**config.mk**
```make
export PLATFORM = sky130hd
export DESIGN_NAME = packed_pixel_unpacker_diff_top
export DESIGN_NICKNAME = d
export VERILOG_FILES = /design/src/sv/ppud_pkg.sv /design/src/sv/packed_pixel_unpacker_diff_top.sv /design/src/sv/ppud_cfg.sv /design/src/sv/ppud_unpack.sv
export VERILOG_INCLUDE_DIRS = /design/src /design/src/sv
export SDC_FILE = /design/constraint.sdc
export NUM_CORES = 1
export LEC_CHECK = 0
export ABC_AREA = 1
export BUFFER_PORTS_ARGS = -buffer_cell sky130_fd_sc_hd__buf_2
export CAP_MARGIN = 20
export CORE_UTILIZATION = 40
export CTS_BUF_LIST = sky130_fd_sc_hd__clkbuf_4
export DETAILED_ROUTE_END_ITERATION = 12
export GPL_TIMING_DRIVEN = 1
export PLACE_DENSITY = 0.57
export SLEW_MARGIN = 30
export SYNTH_ARGS = -nofsm -noshare
export SYNTH_HDL_FRONTEND = slang
export SYNTH_SLANG_ARGS = --single-unit
```
**constraint.sdc**
```tcl
create_clock -name clk -period 4.5 [get_ports clk]
set_input_delay 0.225 -clock clk [delete_from_list [all_inputs] [get_ports clk]]
set_output_delay 0.225 -clock clk [all_outputs]
set_load 0.1 [all_outputs]
```
**src/sv/packed_pixel_unpacker_diff_top_macros.svh**
```systemverilog
// Assertion macros shared by the pixel unpacker modules.
`ifndef PACKED_PIXEL_UNPACKER_DIFF_TOP_MACROS_SVH
`define PACKED_PIXEL_UNPACKER_DIFF_TOP_MACROS_SVH
`ifndef NO_ASSERTIONS
`define PPUD_ASSERT_CK(lbl, ck, rstn, prop, msg) \
  lbl: assert property (@(posedge ck) disable iff (!rstn) prop) else $error(msg);
`define PPUD_ASSERT(lbl, prop, msg) \
  `PPUD_ASSERT_CK(lbl, clk, rst_n, prop, msg)
`else
`define PPUD_ASSERT_CK(lbl, ck, rstn, prop, msg)
`define PPUD_ASSERT(lbl, prop, msg)
`endif
`endif

```
**src/sv/ppud_pkg.sv**
```systemverilog
// Types and constants shared by the pixel unpacker modules.
package ppud_pkg;

  typedef struct packed {
    logic       packing;
    logic       big_endian;
    logic [1:0] data_depth;
  } cfg_t;

  typedef struct packed {
    logic        frame_start;
    logic        mode;
    logic [15:0] prev_pixel;
    logic [7:0]  data_byte;
  } in_item_t;

  typedef struct packed {
    logic        error;
    logic [15:0] pixel;
  } res_t;

  typedef enum logic [1:0] {
    PH_FIRST  = 2'd0,
    PH_SECOND = 2'd1,
    PH_THIRD  = 2'd2
  } phase_t;

  localparam logic [1:0] REG_PACKING    = 2'd0;
  localparam logic [1:0] REG_BIG_ENDIAN = 2'd1;
  localparam logic [1:0] REG_DATA_DEPTH = 2'd2;

  localparam logic [1:0] DEPTH_NATIVE = 2'd0;
  localparam logic [1:0] DEPTH_12     = 2'd1;
  localparam logic [1:0] DEPTH_16     = 2'd2;

  localparam logic [15:0] PIX12_MAX = 16'd4095;

endpackage

```
**src/sv/packed_pixel_unpacker_diff_top.sv**
```systemverilog
// An accepted item waits in the input register; a pixel it completes goes to the result register.
// Throughput: one item per cycle while out_tready stays high.
// The input register and the result register each take one stage of the pipe.
// Synchronous active-low reset clears the byte phase and the held byte and
// loads the registers with packing 0, big_endian 0 and data_depth twelve bits.
`include "packed_pixel_unpacker_diff_top_macros.svh"
module packed_pixel_unpacker_diff_top (
  input  logic        clk,
  input  logic        rst_n,
  input  logic        in_tvalid,
  output logic        in_tready,
  input  logic [23:0] in_tdata,   // data_byte[7:0], prev_pixel[23:8]
  input  logic [1:0]  in_tuser,   // mode[0], frame_start[1]
  output logic        out_tvalid,
  input  logic        out_tready,
  output logic [15:0] out_tdata,  // pixel[15:0]
  output logic        out_tuser,  // error[0]
  input  logic        cfg_valid,
  output logic        cfg_ready,
  input  logic [1:0]  cfg_index,
  input  logic [1:0]  cfg_data
);

  ppud_pkg::cfg_t     cfg;
  ppud_pkg::in_item_t s1_item_r;
  logic               s1_valid_r;
  logic               s1_valid_nxt;
  logic               out_free;
  logic               consume;
  logic               res_valid;
  ppud_pkg::res_t     res;
  ppud_pkg::res_t     out_res_r;
  logic               out_valid_r;
  logic               out_valid_nxt;
  logic               in_acc;

  assign cfg_ready = 1'b1;

  ppud_cfg u_cfg (
    .clk      (clk),
    .rst_n    (rst_n),
    .wr_en    (cfg_valid),
    .wr_index (cfg_index),
    .wr_data  (cfg_data),
    .cfg      (cfg)
  );

  assign out_free  = !out_valid_r || out_tready;
  assign consume   = s1_valid_r && out_free;
  assign in_tready = !s1_valid_r || consume;
  assign in_acc    = in_tvalid && in_tready;

  ppud_unpack u_unpack (
    .clk       (clk),
    .rst_n     (rst_n),
    .cfg       (cfg),
    .item      (s1_item_r),
    .step      (consume),
    .res_valid (res_valid),
    .res       (res)
  );

  always_comb begin
    s1_valid_nxt = s1_valid_r;
    if (in_acc) begin
      s1_valid_nxt = 1'b1;
    end else if (consume) begin
      s1_valid_nxt = 1'b0;
    end
  end

  always_comb begin
    out_valid_nxt = out_valid_r;
    if (consume && res_valid) begin
      out_valid_nxt = 1'b1;
    end else if (out_tready) begin
      out_valid_nxt = 1'b0;
    end
  end

  always_ff @(posedge clk) begin
    if (!rst_n) begin
      s1_valid_r  <= 1'b0;
      out_valid_r <= 1'b0;
    end else begin
      s1_valid_r  <= s1_valid_nxt;
      out_valid_r <= out_valid_nxt;
    end
  end

  always_ff @(posedge clk) begin
    if (in_acc) begin
      s1_item_r.data_byte   <= in_tdata[7:0];
      s1_item_r.prev_pixel  <= in_tdata[23:8];
      s1_item_r.mode        <= in_tuser[0];
      s1_item_r.frame_start <= in_tuser[1];
    end
    if (consume && res_valid) begin
      out_res_r <= res;
    end
  end

  assign out_tvalid = out_valid_r;
  assign out_tdata  = out_res_r.pixel;
  assign out_tuser  = out_res_r.error;

  `PPUD_ASSERT(a_s1_held, s1_valid_r && !out_free |=> s1_valid_r, "item dropped from the input register")

endmodule

```
**src/sv/ppud_cfg.sv**
```systemverilog
// Configuration register file of the pixel unpacker.
module ppud_cfg (
  input  logic              clk,
  input  logic              rst_n,
  input  logic              wr_en,
  input  logic [1:0]        wr_index,
  input  logic [1:0]        wr_data,
  output ppud_pkg::cfg_t    cfg
);

  ppud_pkg::cfg_t cfg_r;
  ppud_pkg::cfg_t cfg_nxt;

  always_comb begin
    cfg_nxt = cfg_r;
    if (wr_en) begin
      unique case (wr_index)
        ppud_pkg::REG_PACKING:    cfg_nxt.packing    = wr_data[0];
        ppud_pkg::REG_BIG_ENDIAN: cfg_nxt.big_endian = wr_data[0];
        ppud_pkg::REG_DATA_DEPTH: cfg_nxt.data_depth = wr_data;
        default:                  cfg_nxt = cfg_r;
      endcase
    end
  end

  always_ff @(posedge clk) begin
    if (!rst_n) begin
      cfg_r.packing    <= 1'b0;
      cfg_r.big_endian <= 1'b0;
      cfg_r.data_depth <= ppud_pkg::DEPTH_12;
    end else begin
      cfg_r <= cfg_nxt;
    end
  end

  assign cfg = cfg_r;

endmodule

```
**src/sv/ppud_unpack.sv**
```systemverilog
// Byte phase tracking and pixel decode for one registered item.
`include "packed_pixel_unpacker_diff_top_macros.svh"
module ppud_unpack (
  input  logic               clk,
  input  logic               rst_n,
  input  ppud_pkg::cfg_t     cfg,
  input  ppud_pkg::in_item_t item,
  input  logic               step,
  output logic               res_valid,
  output ppud_pkg::res_t     res
);

  ppud_pkg::phase_t phase_r;
  ppud_pkg::phase_t phase_nxt;
  ppud_pkg::phase_t phase_cur;
  logic [7:0]       held_r;
  logic [7:0]       held_nxt;
  logic [11:0]      val12;
  logic [15:0]      raw_word;
  ppud_pkg::res_t   pk_res;
  ppud_pkg::res_t   res_int;

  function automatic ppud_pkg::res_t pack_conv(input logic [11:0] v12,
                                               input logic [15:0] base,
                                               input logic diff,
                                               input ppud_pkg::cfg_t c);
    logic [15:0] v;
    logic [15:0] shifted;
    logic [16:0] sum;
    ppud_pkg::res_t r;
    shifted = {v12, 4'h0};
    r.error = 1'b0;
    if (c.big_endian) begin
      v = {shifted[7:0], shifted[15:8]};
      r.error = (c.data_depth == ppud_pkg::DEPTH_12);
    end else if (c.data_depth == ppud_pkg::DEPTH_16) begin
      v = shifted;
    end else begin
      v = {4'h0, v12};
    end
    if (diff) begin
      sum = {1'b0, v} + {1'b0, base};
      v = sum[15:0];
      if (c.data_depth == ppud_pkg::DEPTH_12 && v > ppud_pkg::PIX12_MAX) begin
        v = v - ppud_pkg::PIX12_MAX;
      end
    end
    r.pixel = r.error ? 16'h0000 : v;
    return r;
  endfunction

  assign phase_cur = item.frame_start ? ppud_pkg::PH_FIRST : phase_r;

  always_comb begin
    phase_nxt = phase_r;
    if (step) begin
      if (cfg.packing) begin
        phase_nxt = (phase_cur == ppud_pkg::PH_FIRST) ? ppud_pkg::PH_SECOND
                                                      : ppud_pkg::PH_FIRST;
      end else begin
        unique case (phase_cur)
          ppud_pkg::PH_SECOND: phase_nxt = ppud_pkg::PH_THIRD;
          ppud_pkg::PH_THIRD:  phase_nxt = ppud_pkg::PH_FIRST;
          default:             phase_nxt = ppud_pkg::PH_SECOND;
        endcase
      end
    end
  end

  always_comb begin
    held_nxt  = held_r;
    res_valid = 1'b0;
    val12     = 12'h000;
    raw_word  = cfg.big_endian ? {held_r, item.data_byte} : {item.data_byte, held_r};
    res_int.error = 1'b0;
    res_int.pixel = 16'h0000;
    if (cfg.packing) begin
      if (phase_cur == ppud_pkg::PH_FIRST) begin
        held_nxt = item.data_byte;
      end else begin
        res_valid     = 1'b1;
        res_int.error = (cfg.data_depth != ppud_pkg::DEPTH_12);
        res_int.pixel = res_int.error ? 16'h0000 : {4'h0, raw_word[15:4]};
      end
    end else begin
      unique case (phase_cur)
        ppud_pkg::PH_SECOND: begin
          val12     = {held_r, item.data_byte[7:4]};
          held_nxt  = item.data_byte;
          res_valid = 1'b1;
        end
        ppud_pkg::PH_THIRD: begin
          val12     = {held_r[3:0], item.data_byte};
          res_valid = 1'b1;
        end
        default: begin
          held_nxt = item.data_byte;
        end
      endcase
      res_int = pk_res;
    end
  end

  assign pk_res = pack_conv(val12, item.prev_pixel, item.mode, cfg);
  assign res    = res_int;

  always_ff @(posedge clk) begin
    if (!rst_n) begin
      phase_r <= ppud_pkg::PH_FIRST;
      held_r  <= 8'h00;
    end else begin
      phase_r <= phase_nxt;
      if (step) begin
        held_r <= held_nxt;
      end
    end
  end

  `PPUD_ASSERT(a_pk_first_silent, step && !cfg.packing && phase_cur == ppud_pkg::PH_FIRST |-> !res_valid, "first byte of a group gave a pixel")
  `PPUD_ASSERT(a_raw_depth_err, res_valid && cfg.packing && cfg.data_depth != ppud_pkg::DEPTH_12 |-> res.error && res.pixel == 16'h0000, "raw mode without twelve-bit depth not flagged")
  `PPUD_ASSERT(a_be12_err, res_valid && !cfg.packing && cfg.big_endian && cfg.data_depth == ppud_pkg::DEPTH_12 |-> res.error, "big-endian twelve-bit not flagged")

endmodule
```
==> out/results.tsv, run 1 <==
metric	value	unit
critPathCaptureType	register	
wl_met1	5.13	mm
dr_wl_met2	5.17	mm
finalHoldViolCount	0	
synthTopCellsByArea	edfxtp_1 (31%), nand2_1 (15%), dfxtp_1 (7.7%)	
synth_largest_area_cell	edfxtp_1	
p_switching	0.000424	W
synth-simple-area-share	0.298	
ir_drop	0.166	mV
grt_overflow	0	
ant_nets	0	
ys.flop_type	edfxtp_1	
synth-compound-area-share	0.142	
total_power	0.00132	W
p_seq_frac	0.477	
nNetsFinal	699	
utilization	0.516	
grt_pass1_vias	3558	
dieWidth	104	um
first_pass_iters	4	
num_vias	3897	
maxSlewViolCount	0	
synth_top_area_frac	0.311	
fp.dieH	104	um
worstSetupPathType	register to register	
wl_met3	438	um
die-area	0.0108	mm2
multi_input_area	0.00230	mm2
setup-tns-final	0	ns
numCtsBuffers	9	
highest_layer	met4	
via_per_inst	4.98	
cp_max_fo	12	
yosysWarnings	0	
avgSynthCellArea	7.45	um2
ys_ff_latch	59	
grt_max_degree	30	
period_needed	4.17	ns
diodes	0	
worstSetupStartpointType	register	
drtIter0Drc	163	
numPortBuffers	53	
io_pins	55	
clock_power_share	0.285	
grt_pass1_wl	17.3	mm
synth_xor_area_frac	0.0253	
cts.clk_slew.worst_paths	0.10	ns
cts-root-buf	clkbuf_4	
cts.sinks	59	
fill_cells	1013	
power_frac_comb	0.239	
dp_hpwl	8.23	mm
cp.required	4.68	ns
synthMuxAreaShare	0	
hp-class	primary input to register	
cts_tree	done	
initial_core_util	0.419	
worst_slew_pin_slew	0.847	ns
clockBufferDepth	2	
relSlewSlack	0.435	
synth.most_common_cell	nand2_1	
synthCells	558	
ys_seq_area_frac	0.388	
max_freq	240	MHz
async_flop_share	0	
place_congestion	0.885	
wl	10.8	mm
synthAdderAreaFrac	0.0590	
drv_cap	0	
antenna_found_initial	0	
num_rows	36	
drc	0	
synth_nets	612	
synth_area	0.00416	mm2
clock_skew	0.0120	ns
synth_edf_count	43	
setup_violations	0	
intPower	0.000900	W
synthTopCellsByCount	nand2_1 (166), inv_1 (71), edfxtp_1 (43)	
p_per_area	259	mW/mm2
clk_latency	0.42	ns
p_leak	2.39	nW
regArea	0.00161	mm2
arrival	4.35	ns
syn_to_final_growth	22.9	%
status	completed	
yosysUniqueCellTypes	45	
grt_usage	0.207	
drive_gt1_frac	0.208	
period_share	0.927	
wire_per_inst	13.8	um
synth_top_family_by_area	simple AND/OR/NAND/NOR gates	
power.switching_fraction	0.320	
h-tree-depth	3	
core_area	0.00991	mm2
-- cell families after synthesis --
group,after synthesis
xor+xnor,12
simple gates,276
compound gates,101
other cells,1
flops,59
buf+inv,90
fa+ha+maj,19
-- routing by layer --
| metal | up-vias | global-route usage |
|---|---|---|
| met5 | - | 0 |
| met4 | 0 | 0.0571 |
| met3 | 8 | 0.0420 |
| met2 | 78 | 0.333 |
| met1 | 1772 | 0.280 |
| li1 | 2039 | - |
-- what timing repair did --
item	CTS	global route
resized for setup	0	27
hold buffers	26	0
setup buffers	0	4
hold endpoints to repair	26	0
setup endpoints to repair	0	16
-- area by class of cell --
class / count / area share
Multi-Input combinational cell: 409 / 0.450
Sequential cell: 59 / 0.315
Timing Repair Buffer: 92 / 0.122
Inverter: 74 / 0.0544
Tap cell: 133 / 0.0326
Clock buffer: 10 / 0.0147
Clock inverter: 6 / 0.0108
-- worst max-delay path, stage by stage (launching register included) --
cell and delay (ns):
edfxtp_1 0.48, nor2_4 0.17, inv_1 0.10, ha_4 0.25, nor2_4 0.21, nand2_1 0.14, a221oi_2 0.34, ha_1 0.26
nand2_1 0.07, nor3_1 0.29, nor2_4 0.09, nor2_1 0.15, nand3_1 0.11, nand3_2 0.13, nand2_1 0.08, nand2_1 0.08
nand2_2 0.07, a21oi_4 0.22, nand2_4 0.12, nand2_8 0.11, nand2_1 0.07, o21ai_1 0.10, nand2_1 0.09, nand3_2 0.11
nand2_1 0.06
-- registers in the layout (all words and copies together) (netlist names) --
signal            count
out_tvalid            1
out_tdata            16
s1_item_r            26
u_cfg.cfg             4
u_unpack.held_r       8
out_tuser             1
s1_valid_r            1
u_unpack.phase_r      2
-- power groups by stage --
stage	Combinational, W	Sequential (W)	Clock (W)
2_1_floorplan	0.000190	0.000662	0
3_3_place_gp	0.000279	0.000643	0
3_5_place_dp	0.000280	0.000643	0
4_1_cts	0.000298	0.000630	0.000392
5_1_grt	0.000354	0.000635	0.000413
6_report	0.000316	0.000631	0.000377
-- per-stage QoR --
stage / cells / area [um2] / hold WS (ns) / worst slack [ns]
6_report: 783 / 5110 / 0.0411 / 0.328
5_1_grt: 783 / 5110 / 0.0251 / -0.0428
4_1_cts: 778 / 4950 / 0.0260 / 0.0960
3_5_place_dp: 736 / 4560 / 0.403 / 0.115
3_3_place_gp: 736 / 4560 / 0.401 / 0.133
2_1_floorplan: 558 / 4160 / 0.324 / 0.447
-- layout by cell type (no fill, tap or decap), drive strengths merged, types with 3 or more instances in the layout --
| master | Yosys | routed |
|---|---|---|
| nand2 | 177 | 177 |
| inv | 74 | 75 |
| buf | 7 | 66 |
| nand3 | 47 | 47 |
| edfxtp | 43 | 43 |
| o21ai | 38 | 38 |
| nor2 | 30 | 30 |
| a21oi | 28 | 28 |
| dlygate4sd3 | 0 | 26 |
| ha | 18 | 18 |
| dfxtp | 16 | 16 |
| o22ai | 16 | 16 |
| clkbuf | 9 | 10 |
| or2 | 7 | 7 |
| xor2 | 7 | 7 |
| nand4 | 6 | 6 |
| nor3 | 6 | 6 |
| xnor2 | 5 | 5 |
| clkinv | 0 | 4 |
| a221oi | 4 | 4 |
| a211oi | 3 | 3 |
| o21bai | 3 | 3 |
| a31oi | 3 | 3 |
-- path summary, 6_finish.rpt --
check                           depth (start not counted)  slack [ns]          start      endpoint
worst min-delay path                                    3        0.04    cfg_data[1]  u_cfg.cfg[1]
worst max register to register                         24        0.33  s1_item_r[25]  out_tdata[4]
worst max-delay path                                   24        0.33  s1_item_r[25]  out_tdata[4]
worst min register to register                          2        0.51     out_tvalid    out_tvalid
(Power assumes the default switching activity.)
==> run 2: changes to the inputs <==
==> constraint.sdc (replaced) <==
create_clock -name clk -period 5.21 [get_ports clk]
set_input_delay 0.2605 -clock clk [delete_from_list [all_inputs] [get_ports clk]]
set_output_delay 0.2605 -clock clk [all_outputs]
set_load 0.1 [all_outputs]
==> run 2 against run 1 <==
Compared with the run above: combinational power shrank 20%; sequential power fell by 13%; utilization decreased by 1.4 points; fmax is 8.1% lower; largest cell class unchanged; sequential cell count unchanged; wire length increased by 0.18%.
==> out/results.tsv, run 2 (same netlist as run 1, synthesis figures left out) <==
metric	value	unit	change
worst_slew_pin_slew	0.827	ns	-0.0193 ns
status	completed		
cts.clk_slew.worst_paths	0.09	ns	about the same
wl	10.8	mm	+0.18%
max_freq	220	MHz	-8.1%
cts-root-buf	clkbuf_4		
h-tree-depth	3		unchanged
setup-tns-final	0	ns	unchanged
relSlewSlack	0.448		+0.0129
grt_overflow	0		unchanged
post-place-cells	732		-0.54%
cts_tree	done		
num_vias	3880		-0.44%
cts.sinks	59		unchanged
drive_gt1_frac	0.167		-0.0405
regMostFlops	s1_item_r		
numCtsBuffers	9		unchanged
place_congestion	0.847		-4.2%
hp-class	primary input to register		
drc	0		unchanged
numPortBuffers	53		unchanged
arrival	4.72	ns	+0.37 ns
final_cell_mix	nand2_1 (166), inv_1 (71), buf_2 (53)		
nNetsFinal	689		-1.4%
clockBufferDepth	2		unchanged
wire_per_inst	14.0	um	+1.5%
dp_hpwl	8.51	mm	+3.5%
total_power	0.00123	W	-6.8%
p_leak	2.34	nW	-2.3%
diodes	0		unchanged
antenna_found_initial	0		unchanged
grt_pass1_vias	3586		+0.79%
fin_cells	773		-1.3%
initial_core_util	0.419		unchanged
grt_pass1_wl	17.8	mm	+2.5%
cp.required	5.39	ns	+0.71 ns
critPathCaptureType	register		
die-area	0.0108	mm2	unchanged
met3_usage	0.0470		+0.00501
r2r_slack	0.67	ns	+0.34 ns
busiest_layer	met2		
period_share	0.871		-0.0560
met2_usage	0.336		+0.00238
grt_usage	0.212		+0.00516
dp_slack	0.602	ns	+0.487 ns
final_common_cell	nand2_1		
num_rows	36		unchanged
syn_to_final_growth	19.7	%	
p_per_area	248	mW/mm2	-4.3%
first_pass_iters	6		+2
maxSlewViolCount	0		unchanged
grt_util_met1	0.282		+0.00146
clk_latency	0.43	ns	about the same
rsz0062_at_grt	no		
setup_violations	0		unchanged
worstSetupStartpointType	register		
drtIter0Drc	232		+42%
largest_reg_flops	26		unchanged
via_per_inst	5.02		+0.85%
ir_drop	0.169	mV	+1.8%
io_pins	55		unchanged
ant_nets	0		unchanged
clock_skew	0.0184	ns	+0.00648 ns
cp_max_fo	13		+1
finalHoldViolCount	0		unchanged
setup_slack	0.672	ns	+0.343 ns
dieWidth	104	um	unchanged
period_needed	4.54	ns	+0.367 ns
worstSetupPathType	register to register		
fp.dieH	104	um	unchanged
grt_max_degree	30		unchanged
drv_cap	0		unchanged
core_area	0.00991	mm2	unchanged
==> run 2: changes by cell type in the layout (fill, tap and decap cells not counted), moves of 3 or more <==
| cell | change |
|---|---|
| clkinv_2 | -3 |
| nor2_1 | +7 |
| nor2_2 | -4 |
| o22ai_1 | +3 |
| buf_4 | -7 |
| nor2_4 | -3 |
| o22ai_2 | -3 |
==> run 2: worst max-delay path, cell delays in order (launching register included) <==
cell      delay [ns]
edfxtp_1        0.40
nor2_1          0.22
inv_1           0.09
ha_1            0.31
nor2_4          0.25
nand2_1         0.12
o22ai_1         0.29
ha_1            0.21
inv_1           0.07
fa_1            0.40
o21ai_1         0.31
nand2_1         0.09
nand3_1         0.10
nand2_1         0.09
nand2_2         0.10
nand4_1         0.12
nand2_1         0.09
nand2_1         0.07
nand2_2         0.09
nor2_4          0.06
a21oi_2         0.38
nand2_1         0.09
nand2_1         0.07
nand3_1         0.07
nand2_1         0.15
nand2_1         0.07
==> run 2: where the power goes <==
group,switching (W),leakage (nW),internal [W]
logic,0.000166,1.70,0.0000881
clock network,0.000182,0.0947,0.000252
registers,0.0000148,0.543,0.000531
==> run 2: stage by stage <==
| stage | utilization | instance area (um2) | hold slack (ns) |
|---|---|---|---|
| finish | 0.502 | 4970 | 0.0370 |
| global route | 0.502 | 4970 | 0.0115 |
| CTS | 0.501 | 4970 | 0.0166 |
| detailed placement | 0.457 | 4530 | 0.439 |
| global placement | 0.457 | 4530 | 0.437 |
| floorplan | - | 4160 | 0.359 |
==> run 2: layout make-up <==
class                   instances  area [um2]
clock buffers                  11        82.6
repair buffers                 82         546
multi-input cells             409        2190
flip-flops and latches         59        1610
fillers                       993        4930
clock inverters                 5         101
inverters                      74         278
well taps                     133         166
==> run 2: metal layers <==
metal  wire length (um)  vias to the layer above
met5                  0                        -
met2               5030                       87
met3                534                       16
li1                   -                     2014
met1               5060                     1763
met4                221                        0
==> run 2: worst paths after layout <==
| path | startpoint | end | depth (start not counted) |
|---|---|---|---|
| worst min register to register | u_unpack.phase_r[1] | u_unpack.phase_r[1] | 2 |
| worst min-delay path | in_tuser[1] | s1_item_r[25] | 1 |
| worst max-delay path | s1_item_r[25] | out_tdata[8] | 25 |
| worst max register to register | s1_item_r[25] | out_tdata[8] | 25 |
==> run 2: timing repair <==
action	4_1_cts	5_1_grt
hold buffers	25	0
gates resized for setup	0	1
hold endpoints to repair	25	0
endpoints found under the setup margin	0	7
setup buffers	0	0
